===== config.mk =====
export PLATFORM = sky130hd
export DESIGN_NAME = spli_queue
export DESIGN_NICKNAME = d
export VERILOG_FILES = /design/src/rtl/spli_pkg.sv /design/src/rtl/spli_queue.sv
export SDC_FILE = /design/constraint.sdc
export NUM_CORES = 1
export LEC_CHECK = 0
export ABC_AREA = 1
export BUFFER_PORTS_ARGS = -buffer_cell sky130_fd_sc_hd__buf_2
export CAP_MARGIN = 20
export CORE_MARGIN = 4
export CORE_UTILIZATION = 53
export DETAILED_ROUTE_END_ITERATION = 8
export PLACE_DENSITY = 0.88
export SLEW_MARGIN = 15
export SYNTH_ARGS = -nofsm -noshare
export SYNTH_HDL_FRONTEND = slang
export SYNTH_SLANG_ARGS = --single-unit

===== constraint.sdc =====
create_clock -name clk -period 6.2 [get_ports clk]
set_input_delay 1.24 -clock clk [delete_from_list [all_inputs] [get_ports clk]]
set_output_delay 1.24 -clock clk [all_outputs]
set_load 0.01 [all_outputs]

===== src/rtl/spli_pkg.sv =====
// Shared types, field widths, command codes and the semitone table
// for the sampler voice. No dependencies.
package spli_pkg;

  localparam int FUNC_W      = 2;
  localparam int ADDR_W      = 16;
  localparam int SMP_W       = 16;
  localparam int NOTE_W      = 7;
  localparam int GAIN_W      = 17;
  localparam int LEN_W       = 17;
  localparam int RATE_W      = 24;
  localparam int SEMI_W      = 17;
  localparam int SHAMT_W     = 6;
  localparam int CFG_IDX_W   = 3;
  localparam int CFG_DATA_W  = 24;
  localparam int IN_DATA_W   = 72;
  localparam int OUT_DATA_W  = 40;
  localparam int QUEUE_DEPTH = 2;

  typedef enum logic [FUNC_W-1:0] {
    FUNC_WRITE   = 2'd0,
    FUNC_NOTE_ON = 2'd1,
    FUNC_STOP    = 2'd2,
    FUNC_RENDER  = 2'd3
  } func_t;

  localparam logic [CFG_IDX_W-1:0] CFG_SAMPLE_LENGTH = 3'd0;
  localparam logic [CFG_IDX_W-1:0] CFG_LOOP_ENABLE   = 3'd1;
  localparam logic [CFG_IDX_W-1:0] CFG_SOURCE_STEREO = 3'd2;
  localparam logic [CFG_IDX_W-1:0] CFG_OUTPUT_STEREO = 3'd3;
  localparam logic [CFG_IDX_W-1:0] CFG_ROOT_NOTE     = 3'd4;
  localparam logic [CFG_IDX_W-1:0] CFG_RATE_RATIO    = 3'd5;

  typedef struct packed {
    logic [LEN_W-1:0]  sample_length;
    logic              loop_enable;
    logic              source_stereo;
    logic              output_stereo;
    logic [NOTE_W-1:0] root_note;
    logic [RATE_W-1:0] rate_ratio;
  } cfg_t;

  localparam cfg_t CFG_RESET = '{
    sample_length: 17'd0,
    loop_enable:   1'b0,
    source_stereo: 1'b1,
    output_stereo: 1'b1,
    root_note:     7'd60,
    rate_ratio:    24'd65536
  };

  typedef struct packed {
    func_t              func;
    logic [ADDR_W-1:0]  addr;
    logic [SMP_W-1:0]   write_left;
    logic [SMP_W-1:0]   write_right;
    logic [GAIN_W-1:0]  env_gain;
    logic [SEMI_W-1:0]  semi_gain;
    logic [SHAMT_W-1:0] step_shift;
  } cmd_t;

  // 2^(s/12) in 1.16
  function automatic logic [SEMI_W-1:0] semitone_q16(input logic [3:0] s);
    logic [SEMI_W-1:0] v;
    case (s)
      4'd0:    v = 17'd65536;
      4'd1:    v = 17'd69433;
      4'd2:    v = 17'd73562;
      4'd3:    v = 17'd77936;
      4'd4:    v = 17'd82570;
      4'd5:    v = 17'd87480;
      4'd6:    v = 17'd92682;
      4'd7:    v = 17'd98193;
      4'd8:    v = 17'd104032;
      4'd9:    v = 17'd110218;
      4'd10:   v = 17'd116772;
      4'd11:   v = 17'd123715;
      default: v = 17'd65536;
    endcase
    return v;
  endfunction

endpackage


===== src/rtl/spli_queue.sv =====
// Short command queue between the input stage and the voice engine.
// Depends on spli_pkg.
module spli_queue import spli_pkg::*; (
  input  logic clk,
  input  logic rst_n,
  input  logic push_valid,
  output logic push_ready,
  input  cmd_t push_cmd,
  output logic pop_valid,
  input  logic pop,
  output cmd_t pop_cmd
);

  localparam int PTR_W = $clog2(QUEUE_DEPTH);

  cmd_t             slots_r [QUEUE_DEPTH];
  logic [PTR_W-1:0] wp_r;
  logic [PTR_W-1:0] rp_r;
  logic [PTR_W:0]   cnt_r;
  logic             do_push;

  assign push_ready = cnt_r != (PTR_W+1)'(QUEUE_DEPTH);
  assign pop_valid  = cnt_r != '0;
  assign pop_cmd    = slots_r[rp_r];
  assign do_push    = push_valid && push_ready;

  always_ff @(posedge clk) begin
    if (!rst_n) begin
      wp_r  <= '0;
      rp_r  <= '0;
      cnt_r <= '0;
    end else begin
      if (do_push) begin
        wp_r <= wp_r + 1'b1;
      end
      if (pop) begin
        rp_r <= rp_r + 1'b1;
      end
      case ({do_push, pop})
        2'b10:   cnt_r <= cnt_r + 1'b1;
        2'b01:   cnt_r <= cnt_r - 1'b1;
        default: cnt_r <= cnt_r;
      endcase
    end
  end

  always_ff @(posedge clk) begin
    if (do_push) begin
      slots_r[wp_r] <= push_cmd;
    end
  end

endmodule


==> run summary, run 1 <==
The total of flip-flops plus latches after synthesis is 185. The setup-violating endpoint count in the final report is 0. The number of port buffers came out at 185. The cell area after synthesis is 7170 sq um. The final wirelength is 12.2 mm.

The total track usage came out at 16.1%. The worst vdd rail ir drop came out at 218 uV. The tightest min-delay check is of the flop to flop type.

The height of the die is 124 um. The H-tree was split into 4 levels. The final critical-path share of the clock period came out at 53.6%.

STA classifies the critical path endpoint as a primary output. The slew at the pin with the worst max-slew slack is 0.847 ns. The library cells used most frequently in the layout, excluding fill and tap cells, are sky130_fd_sc_hd__buf_2, sky130_fd_sc_hd__edfxtp_1, sky130_fd_sc_hd__mux2_4, sky130_fd_sc_hd__clkbuf_16, sky130_fd_sc_hd__nand2_1. The initial core utilization came out at 54.2%. The maximum number of pins on one net before global-route repair came out at 91. Of the synthesized area, sequential elements account for 76.7%. The Yosys warning count came out at 0. The upper clock frequency limit came out at 301 MHz. The maximum count of clock buffers along a single path is 2.

In this run the static leakage power is 3.50 nW. The floorplan has 42 rows. The power density over cell area came out at 328 nW/um^2. The number of nets at the end of the flow is 608. The post-synthesis simple-gate area fraction came out at 1.22%. The clock slew seen by the registers of the worst setup and hold paths is 0.06 ns.

The count of boundary I/O pins is 186. The worst path needs 3.33 ns of the cycle, external delays included. The max-capacitance violation count is 0.

In this run the critical register-to-register path is captured at slots_r[0][57]. The via density per instance is 4.90. After synthesis, the largest family of logic cells by area is multiplexers. The aggregate global routing overflow is 0. The instance count of the mapped netlist came out at 314. The detailed-router iteration count before antenna repair came out at 4.

The setup slack of the worst register-to-register path is 4.26 ns. Yosys attributes the largest share of cell area to sky130_fd_sc_hd__edfxtp_1, sky130_fd_sc_hd__mux2_4, sky130_fd_sc_hd__buf_12, sky130_fd_sc_hd__dfxtp_1, sky130_fd_sc_hd__nand2_1. Of the post-synthesis cell area, the part taken by muxes is 18.8%. The area growth from synthesis to layout is 22.3%. The average detailed-routed wire length per instance is 17.4 um.

The first-pass GRT wire length came out at 19.2 mm. The number of DRC violations after detailed routing is 0. The total count of max-transition violations in the final report is 0. The detailed router placed 3441 vias in this run.

Adding up every negative setup slack in the final design gives 0 ns. The length in cells of the worst reg-to-reg path is 5. The die outline area came out at 15500 sq um. The count of different cell masters after synthesis came out at 13. The later pin in the worst-skew pair is clocked with a latency of 0.41 ns. OpenSTA, run right after detailed placement, puts the worst setup slack at 3.02 ns. Once detail routing completed, the nets flagged for antenna violations numbered 0. Of the total synthesized cell area, the portion taken by XOR and XNOR cells is 0%. The endpoint arrival time on the critical path came out at 2.09 ns. The critical path ends at pop_cmd[58]. The top cell type's share of synthesized area is 75.4%.

The number of antenna violations at the first check in global routing came out at 1. STA classifies the critical path startpoint as a flop. The sink count of the clock tree is 185. The fraction of final layout cells with drive strength greater than 1 is 59.5%. The number of gates resized after CTS came out at 0. The run finished with clean final reports.

Setup repair after global routing left no endpoint under its margin. The post-route worst hold slack is 0.516 ns. The placeable core region came out at 13200 sq um. The routability congestion estimate from global placement came out at 0.723. The relative slew slack came out at 43.5%.

The library cell used most frequently in the layout, excluding fill and tap cells, is sky130_fd_sc_hd__buf_2. Of the total synthesized cell area, the portion taken by full adders, half adders and majority gates is 0.174%. The detailed placer's ending HPWL is 8.16 mm. The number of filler instances in the final layout came out at 925. The number of failing hold endpoints at the final stage was 0. The critical setup path kind is flop to primary output. The highest net fanout along the worst path is 46. The post-synthesis average cell area came out at 22.8 sq um. The setup slack of the critical path after layout is 2.87 ns. The number of global-route vias before repair is 3745. The tree is rooted in a sky130_fd_sc_hd__clkbuf_16. In the final layout, the multi-input gates occupy 1480 sq um. For the worst setup path, the data required time is 4.96 ns. The register cell area after layout came out at 5510 sq um.

The clock tree from TritonCTS is done. The overall die width is 124 um. The number of DRC violations after detailed-routing iteration 0 came out at 160.

Across the routed clock network, the largest skew measured is 0.00473 ns. The CTS buffer count is 17. After clock tree synthesis, the setup repair step added 0 buffers.

The launch instance of the worst register-to-register path is cnt_r[0]. The complex-gate fraction of the synthesized area came out at 0.140%. The biggest area contributor in the post-synthesis netlist is sky130_fd_sc_hd__edfxtp_1. The number of hold buffers added after cts is 0.

The repair_antennas step left the layout with diodes totalling 0. The post-synthesis net count came out at 409.
==> synth_stat cells <==
library cell	instances
sky130_fd_sc_hd__or2_2	1
sky130_fd_sc_hd__mux2_4	90
sky130_fd_sc_hd__inv_1	4
sky130_fd_sc_hd__buf_6	1
sky130_fd_sc_hd__nand2_1	10
sky130_fd_sc_hd__a21oi_1	1
sky130_fd_sc_hd__edfxtp_1	180
sky130_fd_sc_hd__nor2_1	10
sky130_fd_sc_hd__o21ai_0	1
sky130_fd_sc_hd__dfxtp_1	5
sky130_fd_sc_hd__nand4_1	1
sky130_fd_sc_hd__ha_1	1
sky130_fd_sc_hd__buf_12	9
==> power breakdown <==
group	internal [W]	total, W	switching (W)
clock	0.000589	0.00101	0.000423
sequential	0.00148	0.00151	0.0000270
combinational	0.000177	0.000355	0.000177
total	0.00225	0.00288	0.000627
==> layer usage <==
metal / vias to the layer above / share of wire, % / GRT usage (%)
li1: 1624 / - / -
met1: 1666 / 38 / 17.5
met2: 126 / 53 / 28.0
met3: 23 / 7.3 / 6.30
met4: 2 / 1.7 / 6.77
met5: - / 0.16 / 0
==> how the worst min path moves through the flow <==
stage / startpoint / to / slack [ns] / depth (start not counted)
after floorplan: rp_r / flop / 0.46 / 2
after global placement: rp_r / rp_r / 0.48 / 2
after detailed placement: rp_r / rp_r / 0.51 / 2
after CTS: rp_r / rp_r / 0.52 / 2
after global routing: rp_r / rp_r / 0.54 / 2
final: rp_r / rp_r / 0.52 / 2
==> cell type report <==
class	count	area share, %
flip-flops and latches	185	62.8
repair buffers	190	11.3
clock inverters	13	1.48
well taps	176	2.51
multi-input cells	115	16.8
clock buffers	19	4.93
inverters	4	0.171
==> sequential cells by signal (all words and copies together), names as in the netlist, named ones only <==
register	count
cnt_r	2
rp_r	1
slots_r	180
wp_r	1
==> stage by stage <==
| step | area, sq um | instances | power [W] | util (%) |
|---|---|---|---|---|
| after floorplan | 7170 | 314 | 0.00178 | - |
| after global routing | 8780 | 702 | 0.00300 | 66.3 |
| after global placement | 8190 | 669 | 0.00188 | 61.8 |
| after CTS | 8750 | 701 | 0.00291 | 66.1 |
| after detailed placement | 8190 | 669 | 0.00190 | 61.8 |
| final | 8780 | 702 | 0.00288 | 66.3 |
==> critical path: stages (launching register included) <==
cell and delay, ns:
sky130_fd_sc_hd__dfxtp_4 0.44, sky130_fd_sc_hd__buf_4 0.68, sky130_fd_sc_hd__mux2_4 0.37, sky130_fd_sc_hd__buf_2 0.14
==> kinds of logic after synthesis <==
kind of cell / after synthesis
AND/OR/NAND/NOR: 22
multiplexers: 90
AO/OA/AOI/OAI: 2
adder cells (fa/ha/maj): 1
buffers and inverters: 14
flip-flops: 185
No activity file was read; power rests on OpenSTA's default activity.
==> inputs of run 2 (changes only) <==
--- a/config.mk
+++ b/config.mk
@@ -5,11 +5,11 @@
 export SDC_FILE = /design/constraint.sdc
 export NUM_CORES = 1
 export LEC_CHECK = 0
-export ABC_AREA = 1
+export ABC_AREA = 0
 export BUFFER_PORTS_ARGS = -buffer_cell sky130_fd_sc_hd__buf_2
 export CAP_MARGIN = 20
 export CORE_MARGIN = 4
-export CORE_UTILIZATION = 53
+export CORE_UTILIZATION = 52
 export DETAILED_ROUTE_END_ITERATION = 8
 export PLACE_DENSITY = 0.88
 export SLEW_MARGIN = 15
==> constraint.sdc (replaced) <==
create_clock -name clk -period 3.2 [get_ports clk]
set_input_delay 0.64 -clock clk [delete_from_list [all_inputs] [get_ports clk]]
set_output_delay 0.64 -clock clk [all_outputs]
set_load 0.01 [all_outputs]
==> run summary, run 2 <==
The run finished with clean final reports. The minimum period implied by the final worst setup slack is 2.67 ns. The count of boundary I/O pins is 186 (unchanged). The highest net fanout along the worst path came out at 53 (+15%). The endpoint arrival time on the critical path is 2.03 ns (-0.06 ns). The slew at the pin with the worst max-slew slack is 0.536 ns (-0.311 ns). The final critical path takes up 83.5% of the cycle. The proportion of synthesized flip-flops having asynchronous set or reset came out at 0% (unchanged). The detailed placer's ending HPWL came out at 8.21 mm (+0.54%). The die outline area came to 14800 sq um (-4.5%). The delay of the slowest critical-path stage came to 0.68 ns (about the same). The total power came out at 0.00588 W (+100%). The total number of placement rows is 41 (-2.4%). The setup total negative slack is 0 ns (unchanged). The synthesized design spends more area on one cell type than any other, namely sky130_fd_sc_hd__edfxtp_1. The setup-violating endpoint count in the final report was 0 (unchanged). The number of port buffers came out at 185 (unchanged).

The average detailed-routed wire length per instance is 17.8 um (+2.4%). The flip-flop count of the largest register after layout is 180 (unchanged). In the layout the commonest cells are sky130_fd_sc_hd__buf_2, sky130_fd_sc_hd__edfxtp_1, sky130_fd_sc_hd__mux2_2, sky130_fd_sc_hd__clkbuf_16, sky130_fd_sc_hd__clkinvlp_4. By count the netlist is led by sky130_fd_sc_hd__edfxtp_1, sky130_fd_sc_hd__mux2_2, sky130_fd_sc_hd__buf_2.

The CTS buffer count came out at 17 (unchanged). The kind of cell with the highest combined delay on the critical path is flip-flops. The number of hold buffers added after cts came out at 0 (unchanged). The highest metal layer with signal wires is met4. The worst setup path is launched from a flop. By startpoint and endpoint, the worst setup path is classified as flop to primary output. The routability congestion estimate from global placement is 0.750 (+3.8%). For this run, the leading register cell type out of synthesis is sky130_fd_sc_hd__edfxtp_1. The relative slew slack was 64.3% (+21 points). The detailed-route wire length on metal 1 is 4.71 mm (+2.2%). TritonCTS built the clock tree. The number of buffers and inverters on the critical path is 2 (unchanged). Setup repair after global routing left no endpoint under its margin. The sum of met3 wire segment lengths after detailed routing is 963 um (+7.6%). The total of flip-flops plus latches after synthesis is 185 (unchanged). The count of flip-flops with a built-in enable after synthesis is 180 (unchanged). The final wirelength came out at 12.2 mm (+0.36%). The path category of the worst min-delay check is input port to flop.

The data required time of the worst path came to 2.56 ns (-2.40 ns). The final antenna-violating net count was 0 (unchanged). The fraction of final layout cells with drive strength greater than 1 is 61.2% (+1.7 points). The setup slack of the worst register-to-register path came out at 1.24 ns (-3.02 ns). The top cell type's share of synthesized area came out at 80.7% (+5.4 points). The largest registers in the layout are slots_r (180), cnt_r (2).

The number of DRC violations after detailed-routing iteration 0 was 188 (+18%). The post-synthesis net count came out at 398 (-2.7%). The number of setup buffers added after CTS came out at 0 (unchanged). The capturing element type of the critical path is a primary output.

The Yosys warning count is 0 (unchanged). The post-synthesis sequential area ratio is 82.2% (+5.5 points). The maximum number of pins on one net before global-route repair is 54 (-41%).

The count of different cell masters after synthesis came out at 19 (+6). The number of antenna violations at the first check in global routing is 0 (-1). The slowest cell on the critical path is sky130_fd_sc_hd__dfxtp_4. The max-capacitance violation count came to 0 (unchanged). The instance count of the mapped netlist came out at 303 (-3.5%).

The number of gates resized after CTS came to 0 (unchanged). The number of DRC violations after detailed routing came to 0 (unchanged). The commonest non-fill, non-tap cell in the layout is sky130_fd_sc_hd__buf_2.

The number of global-route vias before repair came out at 3697 (-1.3%). The worst setup skew after layout came out at 0.00812 ns (+0.00339 ns). The height of the die came out at 121 um (-2.3%).

The power density over cell area is 692 nW/um^2 (+110%). The placed cell area was 7860 sq um (-4.0%). The number of failing hold endpoints at the final stage was 0 (unchanged). The area growth from synthesis to layout is 26.9%. The detailed-router iteration count before antenna repair is 4 (unchanged). The upper clock frequency limit is 374 MHz.

The aggregate global routing overflow came to 0 (unchanged). The CTS root buffer is sky130_fd_sc_hd__clkbuf_16. Walking the worst path, the cells encountered are buf_12 -> mux2_2 -> buf_2.

By area the synthesized netlist is led by sky130_fd_sc_hd__edfxtp_1, sky130_fd_sc_hd__mux2_2, sky130_fd_sc_hd__dfxtp_1, sky130_fd_sc_hd__buf_2, sky130_fd_sc_hd__and2_1. The sink count of the clock tree is 185 (unchanged). Counting flops per register, the top entry is slots_r. The post-route cell area came out at 8500 sq um (-3.2%).

The cell area after synthesis is 6700 sq um (-6.6%). The count of H-tree levels built during CTS is 4 (unchanged). The initial core utilization came out at 53.1% (-1.1 points).

The maximum count of clock buffers along a single path was 2 (unchanged). The post-synthesis average cell area came out at 22.1 sq um (-3.3%). The via total after detailed routing is 3408 (-0.96%).

The clock network latency to the later pin of the worst-skew pair came out at 0.42 ns (about the same). The overall die width is 121 um (-2.3%). The total count of max-transition violations in the final report is 0 (unchanged). The number of nets at the end of the flow came out at 597 (-1.8%). The most common cell in the synthesized netlist is sky130_fd_sc_hd__edfxtp_1. The worst vdd rail ir drop is 512 uV (+140%). The detailed route wirelength on metal2 was 6.33 mm (-2.2%). The via density per instance came out at 4.95 (+1.1%). The total track usage is 17.0% (+0.90 points). The placeable core region came out at 12600 sq um (-4.7%). The clock slew seen by the registers of the worst setup and hold paths came out at 0.07 ns (about the same). The first-pass GRT wire length came out at 18.6 mm (-3.3%). The total leakage power is 3.17 nW (-9.6%).
-- run 2: through the flow --
| stage | hold slack, ns | util, % | cells | worst slack (ns) |
|---|---|---|---|---|
| 2_1_floorplan | 0.466 | - | 303 | 0.276 |
| 5_1_grt | 0.379 | 67.3 | 687 | 0.425 |
| 4_1_cts | 0.384 | 67.3 | 687 | 0.495 |
| 3_5_place_dp | 0.539 | 62.3 | 655 | 0.967 |
| 6_report | 0.406 | 67.3 | 688 | 0.528 |
| 3_3_place_gp | 0.475 | 62.3 | 655 | 0.997 |
-- run 2: worst paths after layout --
check | end | cells past startpoint | from
max | pop_cmd[28] | 3 | flop
min reg2reg | cnt_r[1] | 2 | cnt_r[1]
min | slots_r[0][35] | 1 | push_cmd[35]
max reg2reg | slots_r[0][74] | 4 | cnt_r[0]
-- run 2: cells by family after synthesis --
logic type,Yosys count,synth area share [%]
adders and majority gates,1,0.187
AOI/OAI and AO/OA,4,0.448
and+or+nand+nor,9,0.822
xor gates and xnor gates,3,0.392
muxes,90,15.1
DFF,185,82.2
buffers and inverters,11,0.803
-- run 2: cell type report --
class                   instances  area [sq um]
diodes                          1          2.50
clock buffers                  21           460
clock inverters                11           171
fillers                       839          4120
inverters                       1          6.26
multi-input cells             107          1140
flip-flops and latches        185          5510
well taps                     172           215
repair buffers                190           988
-- run 2: metal layers --
| metal | vias to the layer above | global-route usage [%] |
|---|---|---|
| li1 | 1598 | - |
| met1 | 1671 | 19.1 |
| met2 | 123 | 29.3 |
| met3 | 16 | 5.92 |
| met4 | 0 | 7.28 |
| met5 | - | 0 |
-- run 2: where the power goes --
| group | switching (W) | leakage (nW) | internal (W) |
|---|---|---|---|
| combinational | 0.000380 | 1.15 | 0.000333 |
| clock | 0.000832 | 0.292 | 0.00135 |
| sequential | 0.0000722 | 1.72 | 0.00291 |
-- run 2: worst register-to-register path: cells and delay by family (launching register included) --
kind | cells | cell delay [ns]
buf+inv | 2 | 0.81
simple gates | 2 | 0.42
flops | 1 | 0.39
