==> src/rtl/spli_pkg.sv <==
// Shared types, field widths, command codes and the semitone table
// for the sampler voice. No dependencies.
package spli_pkg;

  localparam int FUNC_W      = 2;
  localparam int ADDR_W      = 16;
  localparam int SMP_W       = 16;
  localparam int NOTE_W      = 7;
  localparam int GAIN_W      = 17;
  localparam int LEN_W       = 17;
  localparam int RATE_W      = 24;
  localparam int SEMI_W      = 17;
  localparam int SHAMT_W     = 6;
  localparam int CFG_IDX_W   = 3;
  localparam int CFG_DATA_W  = 24;
  localparam int IN_DATA_W   = 72;
  localparam int OUT_DATA_W  = 40;
  localparam int QUEUE_DEPTH = 2;

  typedef enum logic [FUNC_W-1:0] {
    FUNC_WRITE   = 2'd0,
    FUNC_NOTE_ON = 2'd1,
    FUNC_STOP    = 2'd2,
    FUNC_RENDER  = 2'd3
  } func_t;

  localparam logic [CFG_IDX_W-1:0] CFG_SAMPLE_LENGTH = 3'd0;
  localparam logic [CFG_IDX_W-1:0] CFG_LOOP_ENABLE   = 3'd1;
  localparam logic [CFG_IDX_W-1:0] CFG_SOURCE_STEREO = 3'd2;
  localparam logic [CFG_IDX_W-1:0] CFG_OUTPUT_STEREO = 3'd3;
  localparam logic [CFG_IDX_W-1:0] CFG_ROOT_NOTE     = 3'd4;
  localparam logic [CFG_IDX_W-1:0] CFG_RATE_RATIO    = 3'd5;

  typedef struct packed {
    logic [LEN_W-1:0]  sample_length;
    logic              loop_enable;
    logic              source_stereo;
    logic              output_stereo;
    logic [NOTE_W-1:0] root_note;
    logic [RATE_W-1:0] rate_ratio;
  } cfg_t;

  localparam cfg_t CFG_RESET = '{
    sample_length: 17'd0,
    loop_enable:   1'b0,
    source_stereo: 1'b1,
    output_stereo: 1'b1,
    root_note:     7'd60,
    rate_ratio:    24'd65536
  };

  typedef struct packed {
    func_t              func;
    logic [ADDR_W-1:0]  addr;
    logic [SMP_W-1:0]   write_left;
    logic [SMP_W-1:0]   write_right;
    logic [GAIN_W-1:0]  env_gain;
    logic [SEMI_W-1:0]  semi_gain;
    logic [SHAMT_W-1:0] step_shift;
  } cmd_t;

  // 2^(s/12) in 1.16
  function automatic logic [SEMI_W-1:0] semitone_q16(input logic [3:0] s);
    logic [SEMI_W-1:0] v;
    case (s)
      4'd0:    v = 17'd65536;
      4'd1:    v = 17'd69433;
      4'd2:    v = 17'd73562;
      4'd3:    v = 17'd77936;
      4'd4:    v = 17'd82570;
      4'd5:    v = 17'd87480;
      4'd6:    v = 17'd92682;
      4'd7:    v = 17'd98193;
      4'd8:    v = 17'd104032;
      4'd9:    v = 17'd110218;
      4'd10:   v = 17'd116772;
      4'd11:   v = 17'd123715;
      default: v = 17'd65536;
    endcase
    return v;
  endfunction

endpackage

==> src/rtl/spli_front.sv <==
// Input stage: takes beats, splits the note offset into octave shift and
// semitone gain, and holds one classified command. Depends on spli_pkg.
module spli_front import spli_pkg::*; #(
  parameter int FRACTION_BITS = 16
) (
  input  logic                 clk,
  input  logic                 rst_n,
  input  logic                 in_tvalid,
  output logic                 in_tready,
  input  logic [IN_DATA_W-1:0] in_tdata,
  input  logic [FUNC_W-1:0]    in_tuser,
  input  cfg_t                 cfg,
  output logic                 push_valid,
  input  logic                 push_ready,
  output cmd_t                 push_cmd
);

  localparam int SH_BASE = 45 - FRACTION_BITS;

  logic        slot_v_r;
  cmd_t        slot_r;
  cmd_t        cmd_nxt;
  logic [8:0]  note_ofs;
  logic [16:0] quo_prod;
  logic [4:0]  octq;
  logic [8:0]  rem;

  // octave index by reciprocal multiply: floor(d * 171 / 2048) == floor(d / 12) for d < 260
  always_comb begin
    note_ofs = {2'b00, in_tdata[54:48]} - {2'b00, cfg.root_note} + 9'd132;
    quo_prod = 17'(note_ofs) * 17'd171;
    octq     = quo_prod[15:11];
    rem      = note_ofs - (9'(octq) * 9'd12);

    cmd_nxt.func        = func_t'(in_tuser);
    cmd_nxt.addr        = in_tdata[15:0];
    cmd_nxt.write_left  = in_tdata[31:16];
    cmd_nxt.write_right = in_tdata[47:32];
    cmd_nxt.env_gain    = in_tdata[71:55];
    cmd_nxt.semi_gain   = semitone_q16(rem[3:0]);
    cmd_nxt.step_shift  = SHAMT_W'(SH_BASE) - SHAMT_W'(octq);
  end

  assign in_tready  = !slot_v_r || push_ready;
  assign push_valid = slot_v_r;
  assign push_cmd   = slot_r;

  always_ff @(posedge clk) begin
    if (!rst_n) begin
      slot_v_r <= 1'b0;
    end else if (in_tready) begin
      slot_v_r <= in_tvalid;
    end
  end

  always_ff @(posedge clk) begin
    if (in_tvalid && in_tready) begin
      slot_r <= cmd_nxt;
    end
  end

endmodule

==> config.mk <==
export PLATFORM = sky130hd
export DESIGN_NAME = spli_front
export DESIGN_NICKNAME = d
export VERILOG_FILES = /design/src/rtl/spli_pkg.sv /design/src/rtl/spli_front.sv
export SDC_FILE = /design/constraint.sdc
export NUM_CORES = 1
export LEC_CHECK = 0
export BUFFER_PORTS_ARGS = -buffer_cell sky130_fd_sc_hd__buf_2
export CORE_ASPECT_RATIO = 1.5
export CORE_MARGIN = 4
export CORE_UTILIZATION = 40
export CTS_BUF_LIST = sky130_fd_sc_hd__clkbuf_8
export CTS_CLUSTER_DIAMETER = 200
export DETAILED_ROUTE_END_ITERATION = 7
export GPL_TIMING_DRIVEN = 0
export PLACE_DENSITY_LB_ADDON = 0.3
export SLEW_MARGIN = 20
export SYNTH_ARGS = -nofsm -noshare
export SYNTH_HDL_FRONTEND = slang
export SYNTH_SLANG_ARGS = --single-unit
export TNS_END_PERCENT = 1
==> constraint.sdc <==
create_clock -name clk -period 9.9 [get_ports clk]
set_clock_uncertainty 0.2 [all_clocks]
set_input_delay 0.495 -clock clk [delete_from_list [all_inputs] [get_ports clk]]
set_output_delay 0.495 -clock clk [all_outputs]
set_load 0.02 [all_outputs]
==> metrics.md, run 1 <==
| Metric | Value |
|---|---|
| Status | finished clean |
| Core area | 12100 um^2 |
| Layout area overhead | 25.4% |
| Worst setup EP type | flop |
| Rows | 49 |
| Data arrival, critical path | 7060 ps |
| # diodes | 0 |
| End point of the critical path | push_cmd[11] |
| CTS tree | done |
| Critical Path RT | 9770 ps |
| Worst Hold Class | in -> reg |
| Post CTS Setup Buffer Count | 0 |
| Nets | 766 |
| Initial core utilization | 41.3% |
| CTS Root Cell | clkbuf_8 |
| Period utilisation layout | 72.6% |
| Area of the multi-input gates | 2060 um^2 |
| Via count | 3539 |
| Final Max Slew Viols | 0 |
| H-tree depth | 3 |
| Total CTS buffers | 9 |
| Die area | 14400 um^2 |
| Fin util | 51.7% |
| Count leader, synth | edfxtp_1 |
| Clk slew on worst S/H paths | 80 ps |
| Largest net degree at the start of global routing | 46 |
| Post-CTS Hold Buffers | 0 |
| Share of the yosys chip area belonging to registers | 53.8% |
| Crit start category | input port |
| Yosys cell types | 56 |
| Initial antenna violation count | 0 |
| Setup tns final | 0 ps |
| Share of layout cells above drive strength 1 | 35.9% |
| Antenna Nets Post-Route | 0 |
| Highest Clock Rate | 0.139 GHz |
| R2R Path End | push_cmd[70] |
| Reg area | 2690 um^2 |
| CTS Sinks | 90 |
| Fillcell total | 1070 |
| Reg2reg path depth | 3 |
| Worst Setup SP | in_tdata[48] |
| Die width | 99.4 um |
| All-layer global routing usage | 15.1% |
| Flops & latches, synth | 90 |
| Normalized max-slew margin | 59.2% |
| Largest cells by area after synthesis | edfxtp_1 (53%), ha_1 (15%), fa_1 (5.6%), inv_1 (4.0%), xnor2_1 (1.7%) |
| Crit-path slowest cell | fa_1 |
| Slowest stage delay, CP | 560 ps |
| Critical path class | in -> reg |
| Drt wl/cell | 15.5 um |
| Avg Inst Size Synth | 13.3 um^2 |
| Critical Path Fanout Max | 10 |
| Crit path time final | 7180 ps |
| Hold slack | 128 ps |
| Final Hold Viols | 0 |
| Drt total wl | 11200 um |
| Syn nets | 579 |
| Max-Cap Viols | 0 |
| Final setup viols | 0 |
| Top FF cell, synth | edfxtp_1 |
| Grt ovf | 0 |
| Num ports | 221 |
| Async S/R FF share, synth | 0% |
| CTS resizes | 0 |
| First-pass GRT wire length | 17200 um |
| Detail Placement HPWL | 9480 um |
| Vias/cell | 4.91 |
| DRT iter0 DRCs | 124 |
| Worst-Skew Late Latency | 330 ps |
| Placer congestion estimate | 0.884 |
| EDFF count, synth | 89 |
| Worst R2R Start | push_valid |
| DRC viols | 0 |
| Post-Syn Instances | 376 |
| CP most frequent cell | inv_1 |
| CTS Buffer Depth | 2 |
| Drt pass-1 iters | 4 |
| Buffers on Ports | 175 |
| R2R setup slack | 8100 ps |
| Mapped Area | 5010 um^2 |
| Synth warn | 0 |
| Commonest cells post-synth | edfxtp_1 (89), ha_1 (60), inv_1 (54) |
| Post-synth top area cell | edfxtp_1 |
| Die H | 145 um |
| Share of the synthesized area in the top cell type | 53.4% |
| RSZ-0062 raised after global routing | no |
| Least-Margin Pin Slew | 607 ps |
| Vias in the first global route | 3320 |
-- layout by cell type (no fill, tap or decap), types with 5 or more instances in the layout --
cell type and n:
buf_2 178, edfxtp_1 89, ha_1 60, inv_1 59
nand3_1 15, fa_1 14, nand2_1 12, o21ai_0 10
xnor2_1 10, clkbuf_8 9, a21oi_1 8, nor2_1 8
xor2_1 7, o211ai_1 7, nor2b_1 5, nor3b_1 5
mux2i_1 5
-- worst min path at each step --
stage | from | cells after the start | end
6_report | in_tdata[64] | 1 | push_cmd[32]
5_1_grt | in_tdata[44] | 1 | push_cmd[52]
3_5_place_dp | push_valid | 2 | push_valid
4_1_cts | in_tdata[20] | 1 | push_cmd[60]
2_1_floorplan | in_tdata[55] | 0 | push_cmd[23]
3_3_place_gp | push_valid | 2 | push_valid
-- sequential cells by signal, indices dropped and copies added (netlist names) --
signal and cells:
push_cmd 89, push_valid 1
-- routing by layer --
layer | wire length (um) | up-vias | global-route usage [%]
met5 | 0 | - | 0
met4 | 227 | 0 | 5.67
met3 | 1050 | 10 | 3.31
met2 | 5900 | 140 | 28.2
met1 | 4000 | 1665 | 16.4
li1 | - | 1724 | -
-- kinds of logic (layout without fill, tap and decap cells) --
| family | Yosys count | after routing | share of synthesized area, % |
|---|---|---|---|
| xor+xnor | 20 | 20 | 4.07 |
| buf+inv | 64 | 256 | 5.17 |
| simple gates | 68 | 68 | 7.47 |
| other cells | 1 | 1 | 0.0749 |
| flops | 90 | 90 | 53.8 |
| compound gates | 54 | 54 | 7.87 |
| fa+ha+maj | 74 | 74 | 20.6 |
| mux | 5 | 5 | 0.999 |
-- area by class of cell --
| class | count | area share [%] |
|---|---|---|
| timing repair buffer | 176 | 14.3 |
| buffer | 9 | 0.837 |
| tap | 153 | 3.05 |
| sequential | 90 | 42.9 |
| clock inverter | 7 | 0.897 |
| multi-input combinational | 222 | 32.8 |
| inverter | 55 | 3.29 |
| clock buffer | 9 | 1.97 |
-- through the flow --
step / instance area (um^2) / setup WS [ps] / std cells
finish: 6280 / 2720 / 721
global placement: 6080 / 2450 / 704
CTS: 6280 / 2690 / 721
detailed placement: 6100 / 2340 / 705
floorplan: 5010 / 3260 / 376
global route: 6280 / 2290 / 721
-- worst max-delay path: cells and delay by family --
kind | cells | cell delay [ps]
adders and majority gates | 7 | 2700
xor gates and xnor gates | 6 | 1580
AOI/OAI and AO/OA | 5 | 1090
buffers and inverters | 8 | 710
and+or+nand+nor | 2 | 370
muxes | 1 | 90
Power of run 1 is left out: the tool's default activity adds up to more than one toggle a clock period on the data nets, which glitch-free logic cannot reach.
==> run 2: changes to the inputs <==
ABC_AREA = 1   (was default)
clock period = 6.1 ns   (was 9.9 ns; I/O delays follow)
==> run 2 against run 1 <==
Compared with the run above:
- via count grew 15%
- register-to-register slack lost 4100 ps
- global-route usage grew 2.8 points
- first-iteration DRC count shrank 18%
- cell count grew 20%
- die area grew 0.79%
- critical path depth grew 2
- hold slack lost 25 ps
- routed wire length grew 17%
- synthesized area grew 0.85%
- utilization grew 6.8 points
- largest cell class unchanged
==> metrics.md, run 2 <==
| Metric | Value |
|---|---|
| Crit-path slowest cell | fa_1 |
| Initial core utilization | 40.6% |
| Antenna Nets Post-Route | 0 |
| # diodes | 0 |
| Normalized max-slew margin | 50.4% |
| Period utilisation layout | 94.2% |
| Commonest non-fill, non-tap cell in the layout | buf_2 |
| Via count | 4061 |
| H-tree depth | 3 |
| Final Hold Viols | 0 |
| Commonest cells post-synth | edfxtp_1 (89), inv_1 (80), nand2_1 (74) |
| Largest register FFs | 89 |
| Buffers on Ports | 175 |
| CTS Sinks | 90 |
| Die width | 99.8 um |
| DRC viols | 0 |
| Vias/cell | 4.71 |
| Final Max Slew Viols | 0 |
| Share of layout cells above drive strength 1 | 33.9% |
| Clk slew on worst S/H paths | 90 ps |
| Final setup viols | 0 |
| Post-Syn Instances | 438 |
| Syn nets | 641 |
| Share of the yosys chip area belonging to registers | 53.3% |
| EDFF count, synth | 89 |
| Drt wl/cell | 15.2 um |
| Most frequent cells in the layout | buf_2 (176), edfxtp_1 (89), inv_1 (78) |
| Largest delay contributor family on the critical path | adder cells |
| Drt total wl | 13100 um |
| Total CTS buffers | 9 |
| Flops & latches, synth | 90 |
| Worst-Skew Late Latency | 340 ps |
| Nets | 904 |
| Slowest stage delay, CP | 520 ps |
| Grt ovf | 0 |
| Initial antenna violation count | 0 |
| Share of the synthesized area in the top cell type | 52.9% |
| Drt pass-1 iters | 4 |
| Layout area overhead | 44.1% |
| Die H | 146 um |
| CP most frequent cell | nand2_1 |
| Placer congestion estimate | 0.864 |
| Num ports | 221 |
| CTS Root Cell | clkbuf_8 |
| Synth warn | 0 |
| Critical Path RT | 5990 ps |
| Detail Placement HPWL | 9690 um |
| Largest net degree at the start of global routing | 26 |
| Crit start category | input port |
| Async S/R FF share, synth | 0% |
| Core area | 12400 um^2 |
| Vias in the first global route | 4120 |
| Data arrival, critical path | 5640 ps |
| Avg Inst Size Synth | 11.5 um^2 |
| Count leader, synth | edfxtp_1 |
| Crit path time final | 5750 ps |
| Buf/Inv on CP | 9 |
| Max-Cap Viols | 0 |
| CTS tree | done |
| Post-synth top area cell | edfxtp_1 |
| Fin util | 58.5% |
| Critical Path Fanout Max | 10 |
| Setup tns final | 0 ps |
| Worst Hold Class | in -> reg |
| All-layer global routing usage | 17.9% |
| Yosys cell types | 34 |
| Worst setup EP type | flop |
| Critical path class | in -> reg |
| Highest Clock Rate | 0.174 GHz |
| Rows | 50 |
| Least-Margin Pin Slew | 742 ps |
| Mapped Area | 5050 um^2 |
| Die area | 14500 um^2 |
| Largest cells by area after synthesis | edfxtp_1 (53%), ha_1 (15%), inv_1 (5.9%), fa_1 (5.5%), nand2_1 (5.5%) |
| Fillcell total | 983 |
| CTS Buffer Depth | 2 |
| DRT iter0 DRCs | 102 |
| First-pass GRT wire length | 20400 um |
| Hold slack | 103 ps |
| Top FF cell, synth | edfxtp_1 |
| Status | finished clean |
## run 2: changes by cell type after synthesis, moves of 7 or more
cell / change
o211ai_1: -7
inv_1: +26
xnor2_1: -9
a21oi_1: +8
nand2_1: +62
nand3_1: +11
## run 2: cell families (layout without fill, tap and decap cells)
| logic type | count (synthesis) | count (layout) | share of synthesized area, % |
|---|---|---|---|
| compound gates | 34 | 34 | 3.64 |
| xor+xnor | 11 | 11 | 2.58 |
| fa+ha+maj | 74 | 74 | 20.4 |
| buf+inv | 87 | 355 | 6.61 |
| flops | 90 | 90 | 53.3 |
| other cells | 1 | 1 | 0.0742 |
| simple gates | 141 | 141 | 13.4 |
## run 2: timing repair
item,CTS,global route
endpoints found under the setup margin,16,16
resized for setup,4,20
hold endpoints to repair,68,0
cloned,0,0
buffers inserted,0,6
pin swaps,1,11
hold buffers,68,0
## run 2: area by class of cell
type | count | area, um^2 | share of cell area [%]
plain buffers | 4 | 27.5 | 0.378
clock buffers | 11 | 151 | 2.08
clock inverters | 5 | 61.3 | 0.842
inverters | 83 | 313 | 4.30
multi-input cells | 261 | 2150 | 29.6
flip-flops and latches | 90 | 2690 | 37.0
well taps | 156 | 195 | 2.68
repair buffers | 252 | 1680 | 23.1
## run 2: worst register-to-register path, cell delays in order, from the launching register on
cell	delay, ps
dfxtp_1	350
a21oi_4	620
buf_16	260
buf_16	200
buf_16	200
## run 2: stage by stage
| step | area, um^2 | worst slack (ps) | instances |
|---|---|---|---|
| after global routing | 7280 | -25.7 | 862 |
| after global placement | 6120 | -787 | 769 |
| after floorplan | 5050 | 241 | 438 |
| final | 7280 | 351 | 862 |
| after detailed placement | 6220 | -638 | 772 |
| after CTS | 7130 | 45.2 | 856 |
## run 2: routing by layer
layer / vias up / global-route usage, % / part of all wire [%]
li1: 1992 / - / -
met1: 1881 / 19.7 / 37
met2: 164 / 33.0 / 52
met3: 24 / 3.41 / 8.2
met4: 0 / 7.25 / 2.7
met5: - / 0 / 0
## run 2: final timing paths
check             slack (ps)      endpoint  cells after the start    startpoint
hold reg to reg          380    push_valid                      2    push_valid
setup reg to reg        3960  push_cmd[27]                      4    push_valid
hold / removal           100    push_valid                      4    push_ready
setup / recovery         350  push_cmd[14]                     31  in_tdata[48]
Power of run 2 is left out for the same reason.
==> run 3: changes to the inputs <==
CTS_BUF_LIST = default   (was sky130_fd_sc_hd__clkbuf_8)
TNS_END_PERCENT = default   (was 1)
==> run 3 against run 2 <==
Compared with the run above:
- global-route usage increased by 0.54 points
- first-iteration DRC count is 32% higher
- utilization grew 0.52 points
- count of clock-buffer cells in the layout unchanged
- maximum frequency increased by 0.31%
- critical path depth did not move
- routed wire length rose by 2.3%
- worst setup slack improved by 18 ps
==> metrics.md, run 3 (synthesized netlist as in run 2, its figures left out) <==
| Metric | Value |
|---|---|
| Crit-path slowest cell | fa_1 |
| Buffers on Ports | 175 |
| Vias in the first global route | 4169 |
| Most frequent cells in the layout | buf_2 (176), edfxtp_1 (89), inv_1 (77) |
| CTS tree | done |
| First-pass GRT wire length | 20900 um |
| CTS Buffer Depth | 2 |
| Placer congestion estimate | 0.864 |
| Clk slew on worst S/H paths | 60 ps |
| Core area | 12400 um^2 |
| Total CTS buffers | 9 |
| Worst-Skew Late Latency | 330 ps |
| Commonest non-fill, non-tap cell in the layout | buf_2 |
| Drt wl/cell | 15.5 um |
| Detail Placement HPWL | 9690 um |
| Drt pass-1 iters | 4 |
| H-tree depth | 3 |
| Via count | 4065 |
| Worst setup EP type | flop |
| CTS Root Cell | clkbuf_16 |
| Vias/cell | 4.72 |
| Max-Cap Viols | 0 |
| Critical Path Fanout Max | 10 |
| Worst Hold Class | in -> reg |
| Fillcell total | 972 |
| Reg2reg path depth | 4 |
| Antenna Nets Post-Route | 0 |
| Die width | 99.8 um |
| CP most frequent cell | nand2_1 |
| Final setup viols | 0 |
| Critical Path RT | 5980 ps |
| Highest Clock Rate | 0.174 GHz |
| Final Hold Viols | 0 |
| Worst Hold Path Cells | 2 |
| Slowest stage delay, CP | 530 ps |
| Crit start category | input port |
| Normalized max-slew margin | 50.1% |
| # diodes | 0 |
| Crit path time final | 5730 ps |
| Largest net degree at the start of global routing | 26 |
| Die H | 146 um |
| Period utilisation layout | 93.9% |
| Initial core utilization | 40.6% |
| DRC viols | 0 |
| Setup tns final | 0 ps |
| Largest register FFs | 89 |
| Data arrival, critical path | 5610 ps |
| All-layer global routing usage | 18.4% |
| Critical path class | in -> reg |
| Drt total wl | 13400 um |
| CTS Sinks | 90 |
| Rows | 50 |
| Final Max Slew Viols | 0 |
| Fin area | 7340 um^2 |
| Nets | 903 |
| Share of layout cells above drive strength 1 | 33.8% |
| Layout area overhead | 45.4% |
| Hold slack | 42.1 ps |
| Least-Margin Pin Slew | 746 ps |
| DRT iter0 DRCs | 135 |
| Die area | 14500 um^2 |
| Post-DP Area | 6220 um^2 |
| Status | finished clean |
| Initial antenna violation count | 0 |
| Num ports | 221 |
| Grt ovf | 0 |
run 3: changes by cell type in the layout (fill, tap and decap cells not counted), sizes merged:
cell,delta
dlygate4sd3,-1
run 3: path summary, 6_finish.rpt:
check / slack [ps] / start / to
setup / recovery: 370 / in_tdata[48] / push_cmd[14]
hold / removal: 40 / rst_n / push_valid
setup reg to reg: 3990 / push_valid / push_cmd[48]
hold reg to reg: 370 / push_valid / push_valid
run 3: critical path, delay by kind of cell:
kind | cells | cell delay (ps)
and+or+nand+nor | 9 | 660
adders and majority gates | 9 | 3180
xor gates and xnor gates | 2 | 420
buffers and inverters | 9 | 660
AOI/OAI and AO/OA | 2 | 360
run 3: timing repair:
item / in CTS / in global routing
endpoints found under the setup margin: 16 / 16
pin swaps: 1 / 11
buffers inserted: 0 / 6
resized for setup: 4 / 19
hold buffers: 67 / 0
hold endpoints to repair: 67 / 0
run 3: through the flow:
| step | setup WS [ps] | utilization [%] | std cells |
|---|---|---|---|
| after detailed placement | -638 | 49.9 | 772 |
| after global placement | -787 | 49.2 | 769 |
| final | 369 | 59.0 | 861 |
| after floorplan | 241 | - | 438 |
| after global routing | -29.4 | 59.0 | 861 |
| after CTS | 11.1 | 58.0 | 855 |
run 3: cell type report:
type                    instances  area (um^2)  area share (%)
clock inverters                 5         61.3           0.835
repair buffers                251         1670            22.8
inverters                      83          313            4.26
flip-flops and latches         90         2690            36.7
multi-input cells             261         2130            29.0
clock buffers                  11          253            3.44
plain buffers                   4         27.5           0.375
well taps                     156          195            2.66
run 3: routing by layer:
metal	track usage, %	vias to the layer above	share of wire [%]
li1	-	1989	-
met2	35.5	161	54
met4	7.25	0	2.6
met5	0	-	0
met3	2.83	19	6.5
met1	19.5	1896	37
Power of run 3 is left out for the same reason.
